==> config.mk <==
export PLATFORM = sky130hd
export DESIGN_NAME = utf8_stream_validator
export DESIGN_NICKNAME = d
export VERILOG_FILES = /design/src/hdl/u8v_pkg.sv /design/src/hdl/u8v_in_stage.sv /design/src/hdl/u8v_core.sv /design/src/hdl/u8v_out_stage.sv /design/src/hdl/utf8_stream_validator.sv
export SDC_FILE = /design/constraint.sdc
export NUM_CORES = 1
export LEC_CHECK = 0
export ABC_AREA = 0
export BUFFER_PORTS_ARGS = -buffer_cell sky130_fd_sc_hd__clkbuf_2
export CAP_MARGIN = 15
export CORE_MARGIN = 2
export CORE_UTILIZATION = 40
export CTS_CLUSTER_DIAMETER = 60
export CTS_CLUSTER_SIZE = 28
export DETAILED_ROUTE_END_ITERATION = 10
export PLACE_DENSITY = 0.71
export SYNTH_ARGS = -nofsm -noshare
export SYNTH_HDL_FRONTEND = slang
export SYNTH_SLANG_ARGS = --single-unit
==> constraint.sdc <==
create_clock -name clk -period 6.95 [get_ports clk]
set_clock_uncertainty 0.2 [all_clocks]
set_input_delay 1.39 -clock clk [delete_from_list [all_inputs] [get_ports clk]]
set_output_delay 1.39 -clock clk [all_outputs]
set_load 0.05 [all_outputs]
==> src/hdl/u8v_pkg.sv <==
// ----------------------------------------------------------------------------
// u8v_pkg
// Types, constants and helper functions of the UTF-8 stream validator.
// ----------------------------------------------------------------------------
`timescale 1ns / 1ps

package u8v_pkg;

  // Width of the internal character counters
  localparam int CountWidth  = 32;
  // Fixed field widths
  localparam int TotalWidth  = 32;
  localparam int CodeWidth   = 21;
  localparam int ByteWidth   = 8;
  localparam int StatusWidth = 4;
  localparam int OutBits     = StatusWidth + CodeWidth + ByteWidth + 2 * TotalWidth;
  localparam int OutDataWidth = ((OutBits + 7) / 8) * 8;

  // Range limits of the decoded code point
  localparam logic [CodeWidth-1:0] MinTwoByte   = 21'h00080;
  localparam logic [CodeWidth-1:0] MinThreeByte = 21'h00800;
  localparam logic [CodeWidth-1:0] MinFourByte  = 21'h10000;
  localparam logic [CodeWidth-1:0] MaxCodePoint = 21'h10FFFF;
  localparam logic [CodeWidth-1:0] SurrogateLo  = 21'h0D800;
  localparam logic [CodeWidth-1:0] SurrogateHi  = 21'h0DFFF;

  // Sequence lengths
  localparam logic [2:0] LenNone  = 3'd0;
  localparam logic [2:0] LenTwo   = 3'd2;
  localparam logic [2:0] LenThree = 3'd3;
  localparam logic [2:0] LenFour  = 3'd4;

  typedef enum logic [StatusWidth-1:0] {
    ST_PENDING  = 4'd0,
    ST_ASCII    = 4'd1,
    ST_MULTI    = 4'd2,
    ST_INVALID  = 4'd3,
    ST_OVERLONG = 4'd4,
    ST_BAD_TAIL = 4'd5,
    ST_BAD_HEAD = 4'd6,
    ST_TRUNC    = 4'd7,
    ST_DONE     = 4'd8,
    ST_HALTED   = 4'd9
  } status_t;

  // One input item
  typedef struct packed {
    logic [ByteWidth-1:0] data_byte;
    logic                 end_of_input;
  } item_t;

  // One result item
  typedef struct packed {
    status_t               status;
    logic [CodeWidth-1:0]  code_point;
    logic [ByteWidth-1:0]  offending_byte;
    logic [TotalWidth-1:0] ascii_total;
    logic [TotalWidth-1:0] multibyte_total;
  } result_t;

  // Counter increment that sticks at all ones
  function automatic logic [CountWidth-1:0] sat_inc(input logic [CountWidth-1:0] v);
    return (v == '1) ? v : v + 1'b1;
  endfunction

  // Report a counter clipped to the total field
  function automatic logic [TotalWidth-1:0] clip_total(input logic [CountWidth-1:0] v);
    logic [63:0] wide;
    wide = 64'(v);
    return (wide > 64'h0000_0000_FFFF_FFFF) ? '1 : wide[TotalWidth-1:0];
  endfunction

endpackage

==> src/hdl/u8v_in_stage.sv <==
// ----------------------------------------------------------------------------
// u8v_in_stage
// Input register: captures one item per cycle from the slave side while in_ready is high.
// ----------------------------------------------------------------------------
`timescale 1ns / 1ps

module u8v_in_stage import u8v_pkg::*; (
  input  logic  clk,
  input  logic  rst,
  input  logic  in_valid,
  output logic  in_ready,
  input  item_t in_item,
  input  logic  take,       // downstream consumes the held item this cycle
  output logic  held_valid,
  output item_t held_item
);

  // Free when empty or when the held item leaves this cycle
  assign in_ready = !held_valid || take;

  always_ff @(posedge clk) begin
    if (rst) begin
      held_valid <= 1'b0;
    end else if (in_ready) begin
      held_valid <= in_valid;
    end
  end

  // Payload, no reset
  always_ff @(posedge clk) begin
    if (in_valid && in_ready) begin
      held_item <= in_item;
    end
  end

endmodule

==> src/hdl/u8v_core.sv <==
// ----------------------------------------------------------------------------
// u8v_core
// Decode and check of one byte against the open sequence, plus the
// sequence state and the two saturating character counters.
// ----------------------------------------------------------------------------
`timescale 1ns / 1ps

module u8v_core import u8v_pkg::*; (
  input  logic    clk,
  input  logic    rst,
  input  logic    fire,     // held item is processed this cycle
  input  item_t   item,
  output result_t result
);

  logic                  halted, halted_next;
  logic [1:0]            bytes_left, bytes_left_next;
  logic [2:0]            seq_length, seq_length_next;
  logic [CodeWidth-1:0]  code_accum, code_accum_next;
  logic [CountWidth-1:0] ascii_count, ascii_count_next;
  logic [CountWidth-1:0] multibyte_count, multibyte_count_next;

  logic [ByteWidth-1:0]  b;
  logic [CodeWidth-1:0]  tail_accum;
  logic                  fail;
  status_t               status;
  logic [CodeWidth-1:0]  code_point;
  logic [ByteWidth-1:0]  offending_byte;

  assign b          = item.data_byte;
  assign tail_accum = {code_accum[CodeWidth-7:0], b[5:0]};

  // Next state and result of the current item
  always_comb begin
    halted_next          = halted;
    bytes_left_next      = bytes_left;
    seq_length_next      = seq_length;
    code_accum_next      = code_accum;
    ascii_count_next     = ascii_count;
    multibyte_count_next = multibyte_count;
    fail                 = 1'b0;
    status               = ST_PENDING;
    code_point           = '0;
    offending_byte       = '0;

    if (halted) begin
      status = ST_HALTED;
    end else if (item.end_of_input) begin
      if (bytes_left != 2'd0) begin
        status = ST_TRUNC;
        fail   = 1'b1;
      end else begin
        status = ST_DONE;
      end
    end else if (bytes_left == 2'd0) begin
      // header byte
      if (!b[7]) begin
        ascii_count_next = sat_inc(ascii_count);
        status           = ST_ASCII;
        code_point       = CodeWidth'(b);
      end else if (b[7:5] == 3'b110) begin
        code_accum_next = CodeWidth'(b[4:0]);
        bytes_left_next = 2'd1;
        seq_length_next = LenTwo;
      end else if (b[7:4] == 4'b1110) begin
        code_accum_next = CodeWidth'(b[3:0]);
        bytes_left_next = 2'd2;
        seq_length_next = LenThree;
      end else if (b[7:3] == 5'b11110) begin
        code_accum_next = CodeWidth'(b[2:0]);
        bytes_left_next = 2'd3;
        seq_length_next = LenFour;
      end else begin
        status         = ST_BAD_HEAD;
        offending_byte = b;
        fail           = 1'b1;
      end
    end else if (b[7:6] != 2'b10) begin
      status         = ST_BAD_TAIL;
      offending_byte = b;
      fail           = 1'b1;
    end else begin
      // tail byte
      code_accum_next = tail_accum;
      bytes_left_next = bytes_left - 2'd1;
      if (bytes_left == 2'd1) begin
        seq_length_next = LenNone;
        code_accum_next = '0;
        code_point      = tail_accum;
        status          = ST_MULTI;
        // overlong first, then range
        unique case (seq_length)
          LenTwo: begin
            if (tail_accum < MinTwoByte) status = ST_OVERLONG;
          end
          LenThree: begin
            if (tail_accum < MinThreeByte) status = ST_OVERLONG;
            else if (tail_accum >= SurrogateLo && tail_accum <= SurrogateHi)
              status = ST_INVALID;
          end
          default: begin
            if (tail_accum < MinFourByte) status = ST_OVERLONG;
            else if (tail_accum > MaxCodePoint) status = ST_INVALID;
          end
        endcase
        if (status == ST_MULTI) begin
          multibyte_count_next = sat_inc(multibyte_count);
        end else begin
          fail = 1'b1;
        end
      end
    end

    if (fail) begin
      halted_next     = 1'b1;
      bytes_left_next = 2'd0;
      seq_length_next = LenNone;
      code_accum_next = '0;
    end
  end

  assign result.status          = status;
  assign result.code_point      = code_point;
  assign result.offending_byte  = offending_byte;
  assign result.ascii_total     = clip_total(ascii_count_next);
  assign result.multibyte_total = clip_total(multibyte_count_next);

  // State update on each processed item
  always_ff @(posedge clk) begin
    if (rst) begin
      halted          <= 1'b0;
      bytes_left      <= 2'd0;
      seq_length      <= LenNone;
      code_accum      <= '0;
      ascii_count     <= '0;
      multibyte_count <= '0;
    end else if (fire) begin
      halted          <= halted_next;
      bytes_left      <= bytes_left_next;
      seq_length      <= seq_length_next;
      code_accum      <= code_accum_next;
      ascii_count     <= ascii_count_next;
      multibyte_count <= multibyte_count_next;
    end
  end

endmodule

==> src/hdl/u8v_out_stage.sv <==
// ----------------------------------------------------------------------------
// u8v_out_stage
// Result register on the master side; packs the result into tdata.
// ----------------------------------------------------------------------------
`timescale 1ns / 1ps

module u8v_out_stage import u8v_pkg::*; (
  input  logic                    clk,
  input  logic                    rst,
  input  logic                    load,
  output logic                    load_ready,
  input  result_t                 result,
  output logic                    m_tvalid,
  input  logic                    m_tready,
  output logic [OutDataWidth-1:0] m_tdata
);

  logic [OutDataWidth-1:0] packed_result;

  // Status in the lowest bits, zero fill on top
  assign packed_result = OutDataWidth'({result.multibyte_total, result.ascii_total,
                                        result.offending_byte, result.code_point,
                                        result.status});

  assign load_ready = !m_tvalid || m_tready;

  always_ff @(posedge clk) begin
    if (rst) begin
      m_tvalid <= 1'b0;
    end else if (load) begin
      m_tvalid <= 1'b1;
    end else if (m_tready) begin
      m_tvalid <= 1'b0;
    end
  end

  // Payload, no reset
  always_ff @(posedge clk) begin
    if (load) begin
      m_tdata <= packed_result;
    end
  end

endmodule

==> src/hdl/utf8_stream_validator.sv <==
// ----------------------------------------------------------------------------
// utf8_stream_validator
// Checks a UTF-8 byte stream and reports one result item per input item.
//
//   channel  dir  payload
//   s_*      in   tdata[7:0] data_byte, tlast end_of_input
//   m_*      out  tdata status/code_point/offending_byte/ascii_total/
//                 multibyte_total, 104 bits
//
// One item per cycle sustained while m_tready stays high; each accepted item
// passes the input register, then the result register.
// rst is synchronous and clears the sequence state, the counters, the halt
// flag and both valid flags.
// A stall on m_tready holds the result register and backs up into the
// input register; s_tready drops only when both are full.
// ----------------------------------------------------------------------------
`timescale 1ns / 1ps

module utf8_stream_validator import u8v_pkg::*; (
  input  logic                    clk,
  input  logic                    rst,
  input  logic                    s_tvalid,
  output logic                    s_tready,
  input  logic [7:0]              s_tdata,   // [7:0] data_byte
  input  logic                    s_tlast,   // end_of_input
  output logic                    m_tvalid,
  input  logic                    m_tready,
  output logic [OutDataWidth-1:0] m_tdata    // [3:0] status, [24:4] code_point,
                                             // [32:25] offending_byte,
                                             // [64:33] ascii_total,
                                             // [96:65] multibyte_total, rest 0
);

  item_t   in_item;
  item_t   held_item;
  logic    held_valid;
  logic    load_ready;
  logic    fire;
  result_t result;

  assign in_item.data_byte    = s_tdata;
  assign in_item.end_of_input = s_tlast;
  assign fire = held_valid && load_ready;

  u8v_in_stage u_in (
    .clk        (clk),
    .rst        (rst),
    .in_valid   (s_tvalid),
    .in_ready   (s_tready),
    .in_item    (in_item),
    .take       (load_ready),
    .held_valid (held_valid),
    .held_item  (held_item)
  );

  u8v_core u_core (
    .clk    (clk),
    .rst    (rst),
    .fire   (fire),
    .item   (held_item),
    .result (result)
  );

  u8v_out_stage u_out (
    .clk        (clk),
    .rst        (rst),
    .load       (fire),
    .load_ready (load_ready),
    .result     (result),
    .m_tvalid   (m_tvalid),
    .m_tready   (m_tready),
    .m_tdata    (m_tdata)
  );

endmodule

==> flow_results.org <==
** Clocking
- Number of buffers created by CTS :: 17
- After clock tree synthesis, the flow added hold-fix buffers numbering 0.
- Post-cts gate resize count :: 0
- The H-tree was split into 4 levels.
- Worst-path clk slew :: approximately 0.070 ns
- Root cell of the clock tree :: sky130_fd_sc_hd__clkbuf_16
- The number of setup buffers added after CTS is 0.
- Clk_lat worst skew :: about 0.44 ns
- Max clock buf depth :: 2
- TritonCTS built the clock tree.
- The tree built by TritonCTS fans out to approximately 190 sinks.

** Worst setup path
- Data on the critical path arrives at its endpoint at approximately 4.4 ns.
- STA classifies the critical path endpoint as a flip-flop.
- Longest individual stage delay on the worst path :: about 0.86 ns
- Cell with the biggest individual delay on the critical path :: sky130_fd_sc_hd__inv_4
- The startpoint identified for the worst register-to-register timing path is u_in.held_valid$_SDFFE_PP0N_.
- Among cell families on the critical path, the largest total delay comes from simple AND/OR/NAND/NOR gates.
- Launching element type of the critical path :: input pin
- Reg2reg path depth :: 5
- Counting both buffers and inverters, the worst setup path holds a total of 2.
- In this run the register-to-register setup slack is 3.40 ns.
- Reg-to-reg critical path endpoint :: u_core.multibyte_count[30]$_SDFFE_PP0P_
- Along the worst path, the maximum fanout reaches 68.
- The signal on the critical path passes through clkbuf_2 > nand2b_1 > nand2_1 > inv_4 > nand4b_4 > nor4_1 > mux2_2.
- The worst setup path is of the input pin to flip-flop kind.
- The most critical setup path has its startpoint at m_tready.
- For the worst setup path, the data required time is ~7.1 ns.

** Synthesis
- The synthesized design spends more area on one cell type than any other, namely sky130_fd_sc_hd__edfxtp_1.
- Average instance area after synthesis :: ~11 um^2
- Total standard cell area after synthesis :: approximately 0.0089 mm^2
- After synthesis, the share of flip-flops with an asynchronous set or reset is 0%.
- Synthesis inferred about 190 register bits.
- Yosys instantiated no cell more often than sky130_fd_sc_hd__edfxtp_1.
- In the synthesized netlist, the number of instances is 850.
- For this run, the leading register cell type out of synthesis is sky130_fd_sc_hd__edfxtp_1.
- Yosys mapped a number of flops with a built-in enable equal to about 110.
- By area the synthesized netlist is led by sky130_fd_sc_hd__edfxtp_1 36%, sky130_fd_sc_hd__dfxtp_1 20%, sky130_fd_sc_hd__xnor2_1 5.5%.
- Register area share after synthesis :: around 55%
- For this run, the number of Yosys warnings is 0.
- The number of different library cells used by synthesis comes to 67.
- Summed over its instances, the top area cell type makes up ~36% of the synthesized netlist area.
- By count the netlist is led by 106 x sky130_fd_sc_hd__edfxtp_1, 87 x sky130_fd_sc_hd__dfxtp_1, 77 x sky130_fd_sc_hd__nor2_1.

** Drt
- Residual DRC :: 0
- Vias post-DR :: roughly 6600
- Number of DRC violations after detailed-routing iteration 0 :: between 500 and 600
- In the final routed layout, each cell accounts on average for about 16 um.
- Number of vias per cell after detailed routing :: 5.37
- Iteration count of the initial detailed-routing pass :: 5
- Remaining antenna violation count :: 0
- For this block, the routed nets add up to 19.1 mm of wire.

** Min path
- Launch instance of the worst min-delay path :: u_core.seq_length[2]$_SDFFE_PP0P_
- The path class of the tightest hold or removal check is flip-flop to flip-flop.
- Worst Hold Depth :: 1
- Destination of the worst hold path :: u_core.seq_length[2]$_SDFFE_PP0P_

** Floorplanning
- For this configuration, the core starts out at a cell density of approximately two fifths.
- The die covers about 0.024 mm^2.
- X dimension of the die :: about 150 um
- Row Count :: 54
- The floorplan step defined a core boundary enclosing between 0.02 and 0.025 mm^2.
- between 100 and 150 I/O pins were placed.
- Vert. Die Dim :: approximately 150 um

** STA
- Actual transition at the worst max-transition pin :: 0.940 ns
- The max-slew violation count came to 0.
- Setup violations remaining at the end of the flow were counted as 0.
- RSZ-0062 raised after global routing :: false
- The final hold violation count was 0.
- Worst slew margin relative to its limit :: between 30 and 40%
- Setup TNS Final :: 0 ns
- Part of the cycle the worst path needs :: 61.8%
- Hold timing on the final database bottoms out at a slack of between 0.2 and 0.3 ns.
- Highest achievable clock rate :: 0.233 GHz
- After layout, the minimum clock period comes to approximately 4.3 ns.

** Layout
- In the final layout, the multi-input gates occupy between 0.003 and 0.004 mm^2.
- Total area of sequential cells :: about 0.0049 mm^2
- Fill cells in the final layout number between 2000 and 2500.
- Utilization after layout :: between 40% and 50%
- Relative area change from synthesis to final layout :: 14.3%
- Layout cells sized above 1 :: between 10% and 20%
- Number of antenna diodes :: 0
- After the last flow step, the layout net total stands at around 950.

** Power and ir drop
- IR analysis of the VDD net gives a maximum drop of 141 uV.
- PnR Total Power :: roughly 2400 uW
- For this design the ratio of total power to cell area is about 240 mW/mm^2.
- Cell leakage power :: between 0.003 and 0.004 uW

** Global route
- Wire length of the first global-routing pass :: between 30 and 40 mm
- Maximum number of pins on one net before global-route repair :: 69
- Global routing used approximately 16% of the available tracks across all layers.
- Via count of the first global-routing pass :: 6093
- Number of antenna violations at the first check in global routing :: 0
- Summed over all layers, the global routing overflow is 0.

** Placed design
- Routability congestion estimate :: around 0.82
- Total of buffers placed on input and output ports :: 111
- The wire-length estimate of the detail-placed layout is 12.4 mm.

** Status
- The flow ran to the end, and the final reports show no timing, DRC or antenna violations.

** Job
- Max-cap violations in this run came to 0.
[worst reg2reg max path: cells and delay by family (launching register included)]
family / cells / cell delay, ns
AND/OR/NAND/NOR: 3 / 1.64
flip-flops: 1 / 0.37
buffers and inverters: 1 / 0.87
multiplexers: 1 / 0.37
[how the worst max path moves through the flow]
stage,slack (ns),endpoint,cells after the start
5_1_grt,2.36,u_core.multibyte_count[30]$_SDFFE_PP0P_,7
4_1_cts,2.63,u_core.multibyte_count[30]$_SDFFE_PP0P_,7
3_5_place_dp,2.17,u_core.multibyte_count[30]$_SDFFE_PP0P_,7
2_1_floorplan,1.40,u_core.multibyte_count[13]$_SDFFE_PP0P_,6
3_3_place_gp,2.31,u_core.multibyte_count[10]$_SDFFE_PP0P_,7
6_report,2.65,u_core.multibyte_count[30]$_SDFFE_PP0P_,7
[kinds of logic after synthesis]
group | synth area share, %
buffers and inverters | 3.50
adders and majority gates | 0.280
DFF | 55.2
other | 0.0420
xor gates and xnor gates | 8.83
muxes | 0.743
and+or+nand+nor | 23.4
AOI/OAI and AO/OA | 8.05
[final cells by class]
| class | count | share of cell area [%] |
|---|---|---|
| flip-flops and latches | 193 | 48.3 |
| multi-input cells | 600 | 36.4 |
| repair buffers | 113 | 5.59 |
| clock buffers | 25 | 5.49 |
| well taps | 280 | 3.43 |
| clock inverters | 7 | 0.539 |
| inverters | 8 | 0.319 |
[stage by stage]
step | worst slack [ns] | cells | cell area (um^2)
finish | 2.65 | 1226 | 10200
global route | 2.36 | 1226 | 10200
CTS | 2.63 | 1226 | 10200
detailed placement | 2.17 | 1194 | 9590
global placement | 2.31 | 1194 | 9590
floorplan | 1.40 | 856 | 8950
[per-layer routing]
metal  vias to the layer above  part of all wire (%)  global-route usage (%)
met4                         0                   1.2                    5.29
li1                       3213                     -                       -
met3                        19                   4.8                    3.35
met1                      3190                    45                    22.0
met2                       156                    49                    26.8
met5                         -                     0                       0
[report_power, final]
part	internal (uW)	switching, uW	total (uW)
registers	1230	16.9	1250
logic	33.4	165	198
clock network	568	430	997
total	1840	611	2450
[placed cells by master, fill, tap and decap left out, types with 15 or more instances in the layout]
master	n
sky130_fd_sc_hd__edfxtp_1	106
sky130_fd_sc_hd__a22o_1	15
sky130_fd_sc_hd__dfxtp_1	87
sky130_fd_sc_hd__nor2_1	77
sky130_fd_sc_hd__o21ai_0	24
sky130_fd_sc_hd__nor4_1	19
sky130_fd_sc_hd__and2_1	25
sky130_fd_sc_hd__clkbuf_2	111
sky130_fd_sc_hd__xnor2_1	56
sky130_fd_sc_hd__or3_1	27
sky130_fd_sc_hd__nand2_1	71
sky130_fd_sc_hd__xor2_1	34
sky130_fd_sc_hd__nand4_1	19
sky130_fd_sc_hd__nand3_1	45
sky130_fd_sc_hd__clkbuf_16	21
sky130_fd_sc_hd__nor3_1	32
sky130_fd_sc_hd__a21oi_1	37
[sequential cells by signal, summed over array words and instances, names as in the netlist]
name                    count
u_core.halted               1
u_core.seq_length           3
u_in.held_item              9
u_core.multibyte_count     32
u_core.bytes_left           2
u_out.m_tvalid              1
u_core.ascii_count         32
u_in.held_valid             1
u_out.m_tdata              97
u_core.code_accum          15
Power figures use the tool's default switching activity.
